==> src/rtl/mad_pkg.sv <==
// ---------------------------------------------------------------------------
// mad_pkg
// types, constants and helpers shared by the motion adaptive deinterlacer
// ---------------------------------------------------------------------------
package mad_pkg;

	localparam int PIX_W = 8;
	localparam int CFG_INDEX_W = 2;
	localparam int CFG_DATA_W = 8;

	typedef logic [PIX_W-1:0] pix_t;

	// spike margins and the upper clamp of the high bound
	localparam pix_t MARGIN_STATIC = pix_t'(30);
	localparam pix_t MARGIN_MOTION = pix_t'(6);
	localparam pix_t UPPER_LIMIT = pix_t'(235);

	// configuration register indexes
	localparam logic [CFG_INDEX_W-1:0] REG_MOTION_THRESHOLD = 2'd0;
	localparam logic [CFG_INDEX_W-1:0] REG_ARTIFACT_PROTECT = 2'd1;
	localparam logic [CFG_INDEX_W-1:0] REG_ODD_FRAME_MODE = 2'd2;

	localparam pix_t RESET_MOTION_THRESHOLD = pix_t'(12);

	typedef struct packed {
		pix_t cur_mid;
		pix_t other_mid;
		pix_t cur_above;
		pix_t cur_below;
		pix_t prev_above;
		pix_t prev_below;
		pix_t prev2_above;
		pix_t prev2_below;
		pix_t next_above;
		pix_t next_below;
		pix_t next2_above;
		pix_t next2_below;
	} mad_in_t;

	typedef struct packed {
		pix_t pixel_out;
		logic interpolated;
	} mad_out_t;

	typedef struct packed {
		pix_t motion_threshold;
		logic artifact_protect;
		logic odd_frame_mode;
	} mad_cfg_t;

	function automatic pix_t absdiff(input pix_t a, input pix_t b);
		pix_t r;
		r = (a > b) ? (a - b) : (b - a);
		return r;
	endfunction

endpackage

==> src/rtl/mad_decide.sv <==
// ---------------------------------------------------------------------------
// mad_decide
// static test, spike check and weave or average selection for one pixel
// ---------------------------------------------------------------------------
module mad_decide (
	input  mad_pkg::mad_in_t  item,
	input  mad_pkg::mad_cfg_t cfg,
	output mad_pkg::mad_out_t result
);
	import mad_pkg::*;

	logic still;
	logic interp;
	logic spike_static;
	logic spike_motion;
	pix_t weave;
	logic [PIX_W:0] line_sum;

	function automatic logic is_spike(input pix_t w, input pix_t ab, input pix_t be,
		input pix_t margin);
		pix_t lo;
		logic [PIX_W:0] hi_raw;
		pix_t hi;
		lo = (w > margin) ? (w - margin) : '0;
		hi_raw = {1'b0, w} + {1'b0, margin};
		hi = (hi_raw > {1'b0, UPPER_LIMIT}) ? UPPER_LIMIT : hi_raw[PIX_W-1:0];
		return ((lo > ab) && (lo > be)) || ((hi < ab) && (hi < be));
	endfunction

	// nine differences all strictly below the threshold; zero threshold never passes
	always_comb begin
		still = (absdiff(item.cur_mid, item.other_mid) < cfg.motion_threshold)
			&& (absdiff(item.cur_above, item.prev_above) < cfg.motion_threshold)
			&& (absdiff(item.cur_below, item.prev_below) < cfg.motion_threshold)
			&& (absdiff(item.cur_above, item.prev2_above) < cfg.motion_threshold)
			&& (absdiff(item.cur_below, item.prev2_below) < cfg.motion_threshold)
			&& (absdiff(item.cur_above, item.next_above) < cfg.motion_threshold)
			&& (absdiff(item.cur_below, item.next_below) < cfg.motion_threshold)
			&& (absdiff(item.cur_above, item.next2_above) < cfg.motion_threshold)
			&& (absdiff(item.cur_below, item.next2_below) < cfg.motion_threshold);
	end

	assign weave = cfg.odd_frame_mode ? item.cur_mid : item.other_mid;
	assign spike_static = is_spike(weave, item.cur_above, item.cur_below, MARGIN_STATIC);
	assign spike_motion = is_spike(weave, item.cur_above, item.cur_below, MARGIN_MOTION);
	assign interp = still ? (cfg.artifact_protect && spike_static) : spike_motion;
	assign line_sum = {1'b0, item.cur_above} + {1'b0, item.cur_below};

	assign result.pixel_out = interp ? line_sum[PIX_W:1] : weave;
	assign result.interpolated = interp;

endmodule

==> src/rtl/motion_adaptive_deint_pixel.sv <==
// ---------------------------------------------------------------------------
// motion_adaptive_deint_pixel
// per-pixel motion adaptive bob deinterlacer: weave or line average
// ---------------------------------------------------------------------------
// one item in, one item out, one item per clock sustained while out_ready is
// high. an accepted item lands in the input register, the decision logic (nine
// absolute differences, the spike check and the weave/average mux) sits
// between that register and the output register, and out_valid rises once the
// result is registered. in_ready stays high while the output register is
// empty or being drained; while a finished result waits on out_ready, the
// input register takes an item only if it is empty. configuration writes are
// always accepted (cfg_ready is tied high) and should only be issued while
// the pipeline is empty; writes to an index beyond the register list are
// dropped.
module motion_adaptive_deint_pixel (
	input  logic                               clk,
	input  logic                               arst_n,
	// pixel input channel
	input  logic                               in_valid,
	output logic                               in_ready,
	input  mad_pkg::mad_in_t                   in_data,
	// result channel
	output logic                               out_valid,
	input  logic                               out_ready,
	output mad_pkg::mad_out_t                  out_data,
	// configuration write channel
	input  logic                               cfg_valid,
	output logic                               cfg_ready,
	input  logic [mad_pkg::CFG_INDEX_W-1:0]    cfg_index,
	input  logic [mad_pkg::CFG_DATA_W-1:0]     cfg_data
);
	import mad_pkg::*;

	// configuration registers
	pix_t motion_threshold_q;
	logic artifact_protect_q;
	logic odd_frame_mode_q;
	mad_cfg_t cfg;

	// pipeline registers
	logic valid_s1;
	mad_in_t item_s1;
	logic valid_s2;
	mad_out_t result_s2;
	mad_out_t result_comb;

	logic advance;
	logic in_fire;
	logic cfg_fire;

	// stage 2 moves when empty or drained this cycle
	assign advance = !valid_s2 || out_ready;
	// stage 1 can take a new item when empty or when its item moves on
	assign in_ready = !valid_s1 || advance;
	assign in_fire = in_valid && in_ready;
	assign cfg_ready = 1'b1;
	assign cfg_fire = cfg_valid && cfg_ready;

	// register writes, out of range indexes ignored
	always_ff @(posedge clk or negedge arst_n) begin
		if (!arst_n) begin
			motion_threshold_q <= RESET_MOTION_THRESHOLD;
			artifact_protect_q <= 1'b0;
			odd_frame_mode_q <= 1'b0;
		end else if (cfg_fire) begin
			unique case (cfg_index)
				REG_MOTION_THRESHOLD: motion_threshold_q <= cfg_data[PIX_W-1:0];
				REG_ARTIFACT_PROTECT: artifact_protect_q <= cfg_data[0];
				REG_ODD_FRAME_MODE: odd_frame_mode_q <= cfg_data[0];
				default: ;
			endcase
		end
	end

	assign cfg.motion_threshold = motion_threshold_q;
	assign cfg.artifact_protect = artifact_protect_q;
	assign cfg.odd_frame_mode = odd_frame_mode_q;

	// input register
	always_ff @(posedge clk or negedge arst_n) begin
		if (!arst_n) begin
			valid_s1 <= 1'b0;
		end else if (in_ready) begin
			valid_s1 <= in_valid;
		end
	end

	always_ff @(posedge clk) begin
		if (in_fire) begin
			item_s1 <= in_data;
		end
	end

	// decision logic between the two registers
	mad_decide u_decide (
		.item   (item_s1),
		.cfg    (cfg),
		.result (result_comb)
	);

	// output register
	always_ff @(posedge clk or negedge arst_n) begin
		if (!arst_n) begin
			valid_s2 <= 1'b0;
		end else if (advance) begin
			valid_s2 <= valid_s1;
		end
	end

	always_ff @(posedge clk) begin
		if (advance && valid_s1) begin
			result_s2 <= result_comb;
		end
	end

	assign out_valid = valid_s2;
	assign out_data = result_s2;

	// a held item in stage 1 is never dropped
	a_s1_hold: assert property (@(posedge clk) disable iff (!arst_n)
		valid_s1 && !advance |=> valid_s1)
		else $error("stage 1 item lost while stalled");

	// an accepted item always occupies stage 1 next cycle
	a_s1_fill: assert property (@(posedge clk) disable iff (!arst_n)
		in_fire |=> valid_s1)
		else $error("accepted item not captured");

	// stage 1 item moving on shows up as a result
	a_s2_fill: assert property (@(posedge clk) disable iff (!arst_n)
		valid_s1 && advance |=> out_valid)
		else $error("result missing after stage 1 advanced");

	// an empty output register never blocks input
	a_no_block: assert property (@(posedge clk) disable iff (!arst_n)
		!valid_s2 |-> in_ready)
		else $error("input stalled with empty output register");

	// odd frame mode write takes effect on the next cycle
	a_cfg_odd: assert property (@(posedge clk) disable iff (!arst_n)
		cfg_fire && cfg_index == REG_ODD_FRAME_MODE |=> odd_frame_mode_q == $past(cfg_data[0]))
		else $error("odd frame mode write not applied");

endmodule
==> config.mk <==
export PLATFORM = sky130hd
export DESIGN_NAME = motion_adaptive_deint_pixel
export DESIGN_NICKNAME = d
export VERILOG_FILES = /design/src/rtl/mad_pkg.sv /design/src/rtl/mad_decide.sv /design/src/rtl/motion_adaptive_deint_pixel.sv
export SDC_FILE = /design/constraint.sdc
export NUM_CORES = 1
export LEC_CHECK = 0
export BUFFER_PORTS_ARGS = -buffer_cell sky130_fd_sc_hd__buf_2
export CORE_AREA = 2 2 165 167
export CTS_CLUSTER_DIAMETER = 50
export DETAILED_ROUTE_END_ITERATION = 8
export DIE_AREA = 0 0 167 169
export MAX_ROUTING_LAYER = met4
export PLACE_DENSITY_LB_ADDON = 0.08
export SLEW_MARGIN = 20
export SYNTH_ARGS = -nofsm -noshare
export SYNTH_HDL_FRONTEND = slang
export SYNTH_HIERARCHICAL = 1
export SYNTH_SLANG_ARGS = --single-unit
export TNS_END_PERCENT = 30
==> constraint.sdc <==
create_clock -name clk -period 12 [get_ports clk]
set_clock_uncertainty 0.05 [all_clocks]
set_input_delay 3 -clock clk [delete_from_list [all_inputs] [get_ports clk]]
set_output_delay 3 -clock clk [all_outputs]
set_load 0.05 [all_outputs]
==> run_results.csv, run 1 <==
group,metric,value,unit
run_status,status,"finished, final reports clean",
sta,fin_setup_tns,0,ns
die,core,26500,sq um
die,ioPinCount,123,
sta,min_period,6.57,ns
worst_setup_path,cp-end-kind,"primary output",
min_path,min_path_type,"reg -> reg",
synthesis,synth_top_family_by_area,"adder cells",
synthesis,synth_mux_area_frac,0.0799,
global_routing,grt_usage,0.260,
synthesis,async_flop_share,0.103,
drt,avgRoutedWirePerCell,19.7,um
pwr,irDropWorstVdd,0.000101,V
clocking,ctsResizeCount,0,
die,start_util,0.490,
drt,num_vias,10400,
synthesis,ys_seq_elements,117,
sta,setup_viol,0,
synthesis,synth-adder-area-share,0.287,
finish,final_common_cell,"ha_1",
clocking,numCtsBuffers,17,
synthesis,synth-xor-area-share,0.0472,
clocking,clk_pin_slew,0.07,ns
drt,routed_wl,35500,um
clocking,hold_buffers,0,
placed_design,portBuffers,121,
die,fp.dieW,167,um
placed_design,place_inst,1776,
finish,fin_cells,1806,
global_routing,gr-total-overflow,0,
sta,fin_crit_sh,0.547,
die,die_h,169,um
worst_setup_path,crit_path_start_kind,"input port",
synthesis,synthesis.area,13000,sq um
finish,layout-drive-gt1-share,0.142,
clocking,clk_latency,0.43,ns
finish,fin_nets,1852,
flow_run,cap_viol_max_count,0,
clocking,cts_tree,"done",
synthesis,synth_compound_area_frac,0.151,
synthesis,synthCells,1334,
worst_setup_path,worst_ep_arrival_time,3.52,ns
pwr,cellLeakagePower,6.69,nW
synthesis,synth_ff_type,"edfxtp_1",
finish,area_growth,11.7,%
placed_design,globalplace.congestion,0.904,
global_routing,grt_max_degree,63,
clocking,post_cts_buffers,0,
die,die_area,28200,sq um
synthesis,synth_seq_area_share,0.266,
clocking,cts_max_level,4,
synthesis,synth_cell_type_count,69,
synthesis,synthesis.nets,1732,
finish,antenna_cells,0,
sta,relSlewSlack,0.212,
clocking,cts.sinks,117,
die,rows,60,
sta,hold_viol,0,
worst_setup_path,crit_type,"in -> out",
global_routing,grt_pass1_vias,10100,
worst_setup_path,crit_fanout,3,
placed_design,dp_hpwl,27100,um
drt,drc_errors,0,
worst_setup_path,worstPathRequired,8.95,ns
sta,drv_slew,0,
synthesis,synthSimpleGateAreaFrac,0.113,
synthesis,synth_edf_count,105,
synthesis,yosys_warnings,6,
sta,rsz0062_at_grt,"no",
drt,detail-route-antenna-nets,0,
drt,drtIter0Drc,802,
global_routing,antenna_found_initial,0,
drt,firstDrtPassIters,6,
sta,fmax,0.152,GHz
drt,vias_per_cell,5.79,
pwr,power_density,139,nW/um^2
finish,final_cell_mix,"ha_1, inv_1, buf_2",
clocking,clockBufferDepth,2,
global_routing,grt_pass1_wl,55600,um
synthesis,syn_avg_cell_area,9.74,sq um
clocking,root_buffer,"clkbuf_16",
sta,worst_pin_slew,1.18,ns
[per-layer routing]
| metal | wire length (um) | share of wire | track usage |
|---|---|---|---|
| met5 | 0 | 0 | - |
| met4 | 488 | 0.014 | 0.0607 |
| met3 | 1750 | 0.049 | 0.0341 |
| met2 | 16100 | 0.45 | 0.412 |
| met1 | 17200 | 0.48 | 0.356 |
[kinds of logic (layout without fill, tap and decap cells)]
kind of cell | count (synthesis) | in the layout
AND/OR/NAND/NOR | 287 | 287
adder cells (fa/ha/maj) | 287 | 287
multiplexers | 96 | 96
buffers and inverters | 180 | 311
XOR/XNOR | 70 | 70
flip-flops | 117 | 117
AO/OA/AOI/OAI | 296 | 296
other | 1 | 1
[cell type report]
cell class	count	area, sq um
Multi-Input combinational cell	1037	8820
Clock buffer	18	429
Timing Repair Buffer	123	621
Tap cell	341	427
Sequential cell	117	3460
Inverter	158	593
Clock inverter	12	163
Fill cell	2474	12000
[registers in the layout, summed over array words and instances (netlist names)]
register,count
artifact_protect_q,1
item_s1,96
motion_threshold_q,8
odd_frame_mode_q,1
out_data,9
out_valid,1
valid_s1,1
[synth_stat cells (4+ instances only)]
master	instances	area (sq um)
a31oi_1	9	56.3
nand2_1	52	195
o22ai_1	9	56.3
dfrtp_1	10	250
clkbuf_1	7	26.3
inv_1	158	593
and2_1	8	50.1
o21ai_0	48	240
a211o_1	5	43.8
nand4_1	49	307
a221oi_1	6	52.6
edfxtp_1	105	3150
nor2_1	72	270
o32a_1	4	40.0
mux2_2	38	428
nor3_1	22	110
nand3_1	26	130
mux2i_1	55	551
nor3b_1	5	37.5
nand2b_1	11	68.8
buf_2	9	45.0
nor4_1	4	25.0
a21boi_1	8	60.1
ha_1	268	3350
o21a_1	11	82.6
nor2b_1	17	106
a21o_1	19	143
a21oi_1	79	395
o21ai_1	8	40.0
a21boi_0	6	45.0
a211oi_1	19	143
fa_1	19	380
o211ai_1	6	45.0
xor2_1	15	131
o2111ai_1	10	87.6
o31ai_1	6	45.0
o21bai_1	17	128
xnor2_1	55	482
a22oi_1	4	30.0
and3_1	4	25.0
nand3b_1	7	52.6
[power by group]
part	internal, mW	switching [mW]
Sequential	0.492	0.0429
Clock	0.342	0.198
Combinational	0.387	0.550
[worst max-delay path: stages]
cell and delay [ns]:
buf_2 0.10, nand3b_1 0.18, buf_2 0.23
[stage by stage]
stage | cell area, sq um | util | total power [mW] | setup slack [ns] | hold slack (ns)
after floorplan | 13000 | - | 1.23 | 5.47 | 0.399
after global placement | 13900 | 0.525 | 1.44 | 5.44 | 0.417
after detailed placement | 13900 | 0.525 | 1.46 | 5.43 | 0.429
after CTS | 14500 | 0.547 | 2.01 | 5.43 | 0.436
after global routing | 14500 | 0.547 | 2.15 | 5.39 | 0.467
final | 14500 | 0.547 | 2.01 | 5.43 | 0.436
[final timing paths]
kind                       depth (start not counted)  slack [ns]                                end                   from
setup / recovery                                   3        5.43                           in_ready              out_ready
hold / removal                                     1        0.44              out_valid$_DFFE_PN0P_   valid_s1$_DFFE_PN0P_
setup reg to reg                                  20        5.69              out_data[4]$_DFFE_PP_  item_s1[64]$_DFFE_PP_
hold reg to reg                                    1        0.44              out_valid$_DFFE_PN0P_   valid_s1$_DFFE_PN0P_
max in group asynchronous                          1        9.23  motion_threshold_q[3]$_DFFE_PN1P_                 arst_n
min in group asynchronous                          1        2.38               valid_s1$_DFFE_PN0P_                 arst_n
Note: power is estimated with default switching activity, not from simulation.
==> run 2: changes to the inputs <==
- clock period: 12 -> 5.39 ns (I/O delays scaled with it)
==> run 2 against run 1 <==
  * Worst hold slack improved by 0.020 ns
  * Die area unchanged
  * Critical path depth increased by 15
  * Clock-buffer cell count increased by 2
  * Highest routed layer unchanged
==> run_results.csv, run 2 (synthesized netlist as in run 1, its figures left out) <==
group,metric,value,unit
run_status,status,"finished, final reports clean",
finish,multi_input_area,8850,sq um
worst_setup_path,crit_type,"reg -> reg",
worst_setup_path,timing.rr.end,"out_data[5]$_DFFE_PP_",
worst_setup_path,crit_start,"item_s1[78]$_DFFE_PP_",
pwr,p_sw,1.79,mW
clocking,hold_buffers,0,
clocking,clk_latency,0.43,ns
drt,routed_wl,36800,um
clocking,clk_pin_slew,0.07,ns
sta,hold_viol,0,
global_routing,grt_pass1_vias,10600,
sta,min_period,5.23,ns
die,fp.dieW,167,um
placed_design,dp_hpwl,28700,um
min_path,min_path_type,"reg -> reg",
pwr,p_clk_frac,0.248,
finish,largest_register_ffs,96,
placed_design,place_inst,1818,
worst_setup_path,cp.buffers_inverters,1,
finish,final_area,14900,sq um
worst_setup_path,crit_fanout,8,
finish,final_common_cell,"ha_1",
drt,drc_errors,0,
worst_setup_path,cpLargestDelayFamily,"compound AO/OA/AOI/OAI gates",
sta,fmax,0.191,GHz
sta,drv_slew,0,
worst_setup_path,rrSetupSlack,0.16,ns
global_routing,grt_pass1_wl,57700,um
clocking,cts_tree,"done",
worst_setup_path,cp-end-kind,"register",
die,ioPinCount,123,
flow_run,cap_viol_max_count,0,
pwr,cellLeakagePower,6.90,nW
pwr,power.internal,2.70,mW
pwr,p_comb_frac,0.490,
clocking,numCtsBuffers,17,
die,die_h,169,um
global_routing,grt_max_degree,69,
worst_setup_path,path_cells,"ha_1 -> nand4_1 -> a21oi_1 -> o32a_1 -> mux2_2 -> o31ai_1 -> a21boi_1 -> o21bai_1 -> xnor2_1 -> ha_1 -> a22oi_1 -> nand4_1 -> nor4_2 -> o2111ai_1 -> or4_4 -> mux2i_4 -> buf_12 -> mux2i_1",
worst_setup_path,worstPathRequired,5.49,ns
sta,worst_pin_slew,0.928,ns
clocking,root_buffer,"clkbuf_16",
min_path,worstHoldEndpoint,"out_valid$_DFFE_PN0P_",
worst_setup_path,reg2reg_depth,18,
global_routing,grt_usage,0.271,
worst_setup_path,r2r-start,"item_s1[78]$_DFFE_PP_",
die,start_util,0.490,
clocking,cts.sinks,117,
drt,drtIter0Drc,817,
sta,setup_ws,0.156,ns
sta,whs,0.456,ns
pwr,p_sw_frac,0.399,
finish,final_cell_mix,"ha_1, inv_1, buf_2",
sta,setup_viol,0,
pwr,power_density,302,nW/um^2
worst_setup_path,crit_path_start_kind,"register",
placed_design,place_ws,0.0383,ns
finish,layout-drive-gt1-share,0.176,
drt,vias_per_cell,5.74,
drt,firstDrtPassIters,5,
die,die_area,28200,sq um
sta,fin_setup_tns,0,ns
drt,detail-route-antenna-nets,0,
sta,relSlewSlack,0.381,
finish,area_growth,14.5,%
worst_setup_path,slowest_delay,0.60,ns
die,core,26500,sq um
sta,fin_crit_sh,0.971,
global_routing,antenna_found_initial,0,
placed_design,globalplace.congestion,0.915,
pwr,finalPower,4.48,mW
pwr,pwr-share-seq,0.262,
pwr,irDropWorstVdd,0.000208,V
placed_design,place_area,14200,sq um
finish,antenna_cells,0,
finish,fin_cells,1855,
die,rows,60,
drt,num_vias,10600,
finish,register_area,3460,sq um
clocking,clockBufferDepth,2,
min_path,hp-start,"valid_s1$_DFFE_PN0P_",
global_routing,gr-total-overflow,0,
min_path,min_path_cells,1,
finish,top_register,"item_s1",
finish,fin_nets,1900,
worst_setup_path,worst_ep_arrival_time,5.33,ns
finish,fin_util,0.561,
clocking,cts_max_level,4,
finish,fillers,2431,
worst_setup_path,crit_slowest_cell,"edfxtp_1",
drt,avgRoutedWirePerCell,19.9,um
placed_design,portBuffers,121,
==> run 2: changes by cell type in the layout (fill, tap and decap cells not counted), sizes merged <==
cell,delta
clkinvlp,+2
clkbuf,+2
buf,+48
bufinv,-2
clkinv,-1
==> run 2: repair_timing <==
item                                    CTS  global route
endpoints found under the setup margin    1             9
resized for setup                         0            11
pin swaps                                 0             4
buffers inserted                          2             4
==> run 2: power groups by stage <==
stage	Sequential [mW]	Combinational, mW	Clock, mW
finish	1.17	2.20	1.11
global route	1.18	2.45	1.17
CTS	1.17	2.16	1.13
detailed placement	1.19	2.12	0
global placement	1.19	2.08	0
floorplan	1.22	1.50	0
==> run 2: worst max path at each step <==
stage                     slack, ns                     to  depth (start not counted)
after floorplan                0.33  out_data[0]$_DFFE_PP_                         23
after global placement         0.14  out_data[1]$_DFFE_PP_                         20
after detailed placement       0.04  out_data[1]$_DFFE_PP_                         21
after CTS                      0.07  out_data[1]$_DFFE_PP_                         22
after global routing         -0.008  out_data[5]$_DFFE_PP_                         18
final                          0.16  out_data[5]$_DFFE_PP_                         18
==> run 2: cell type report <==
type / count / area share
clock buffers: 20 / 0.0294
clock inverters: 11 / 0.00749
inverters: 158 / 0.0399
multi-input cells: 1037 / 0.595
flip-flops and latches: 117 / 0.232
well taps: 341 / 0.0287
repair buffers: 171 / 0.0668
==> run 2: layer usage <==
metal,GRT usage,vias to the layer above,wire length [um]
met2,0.425,317,16500
met3,0.0421,59,1830
met4,0.0825,0,1010
li1,-,5225,-
met1,0.364,5038,17500
met5,-,-,0
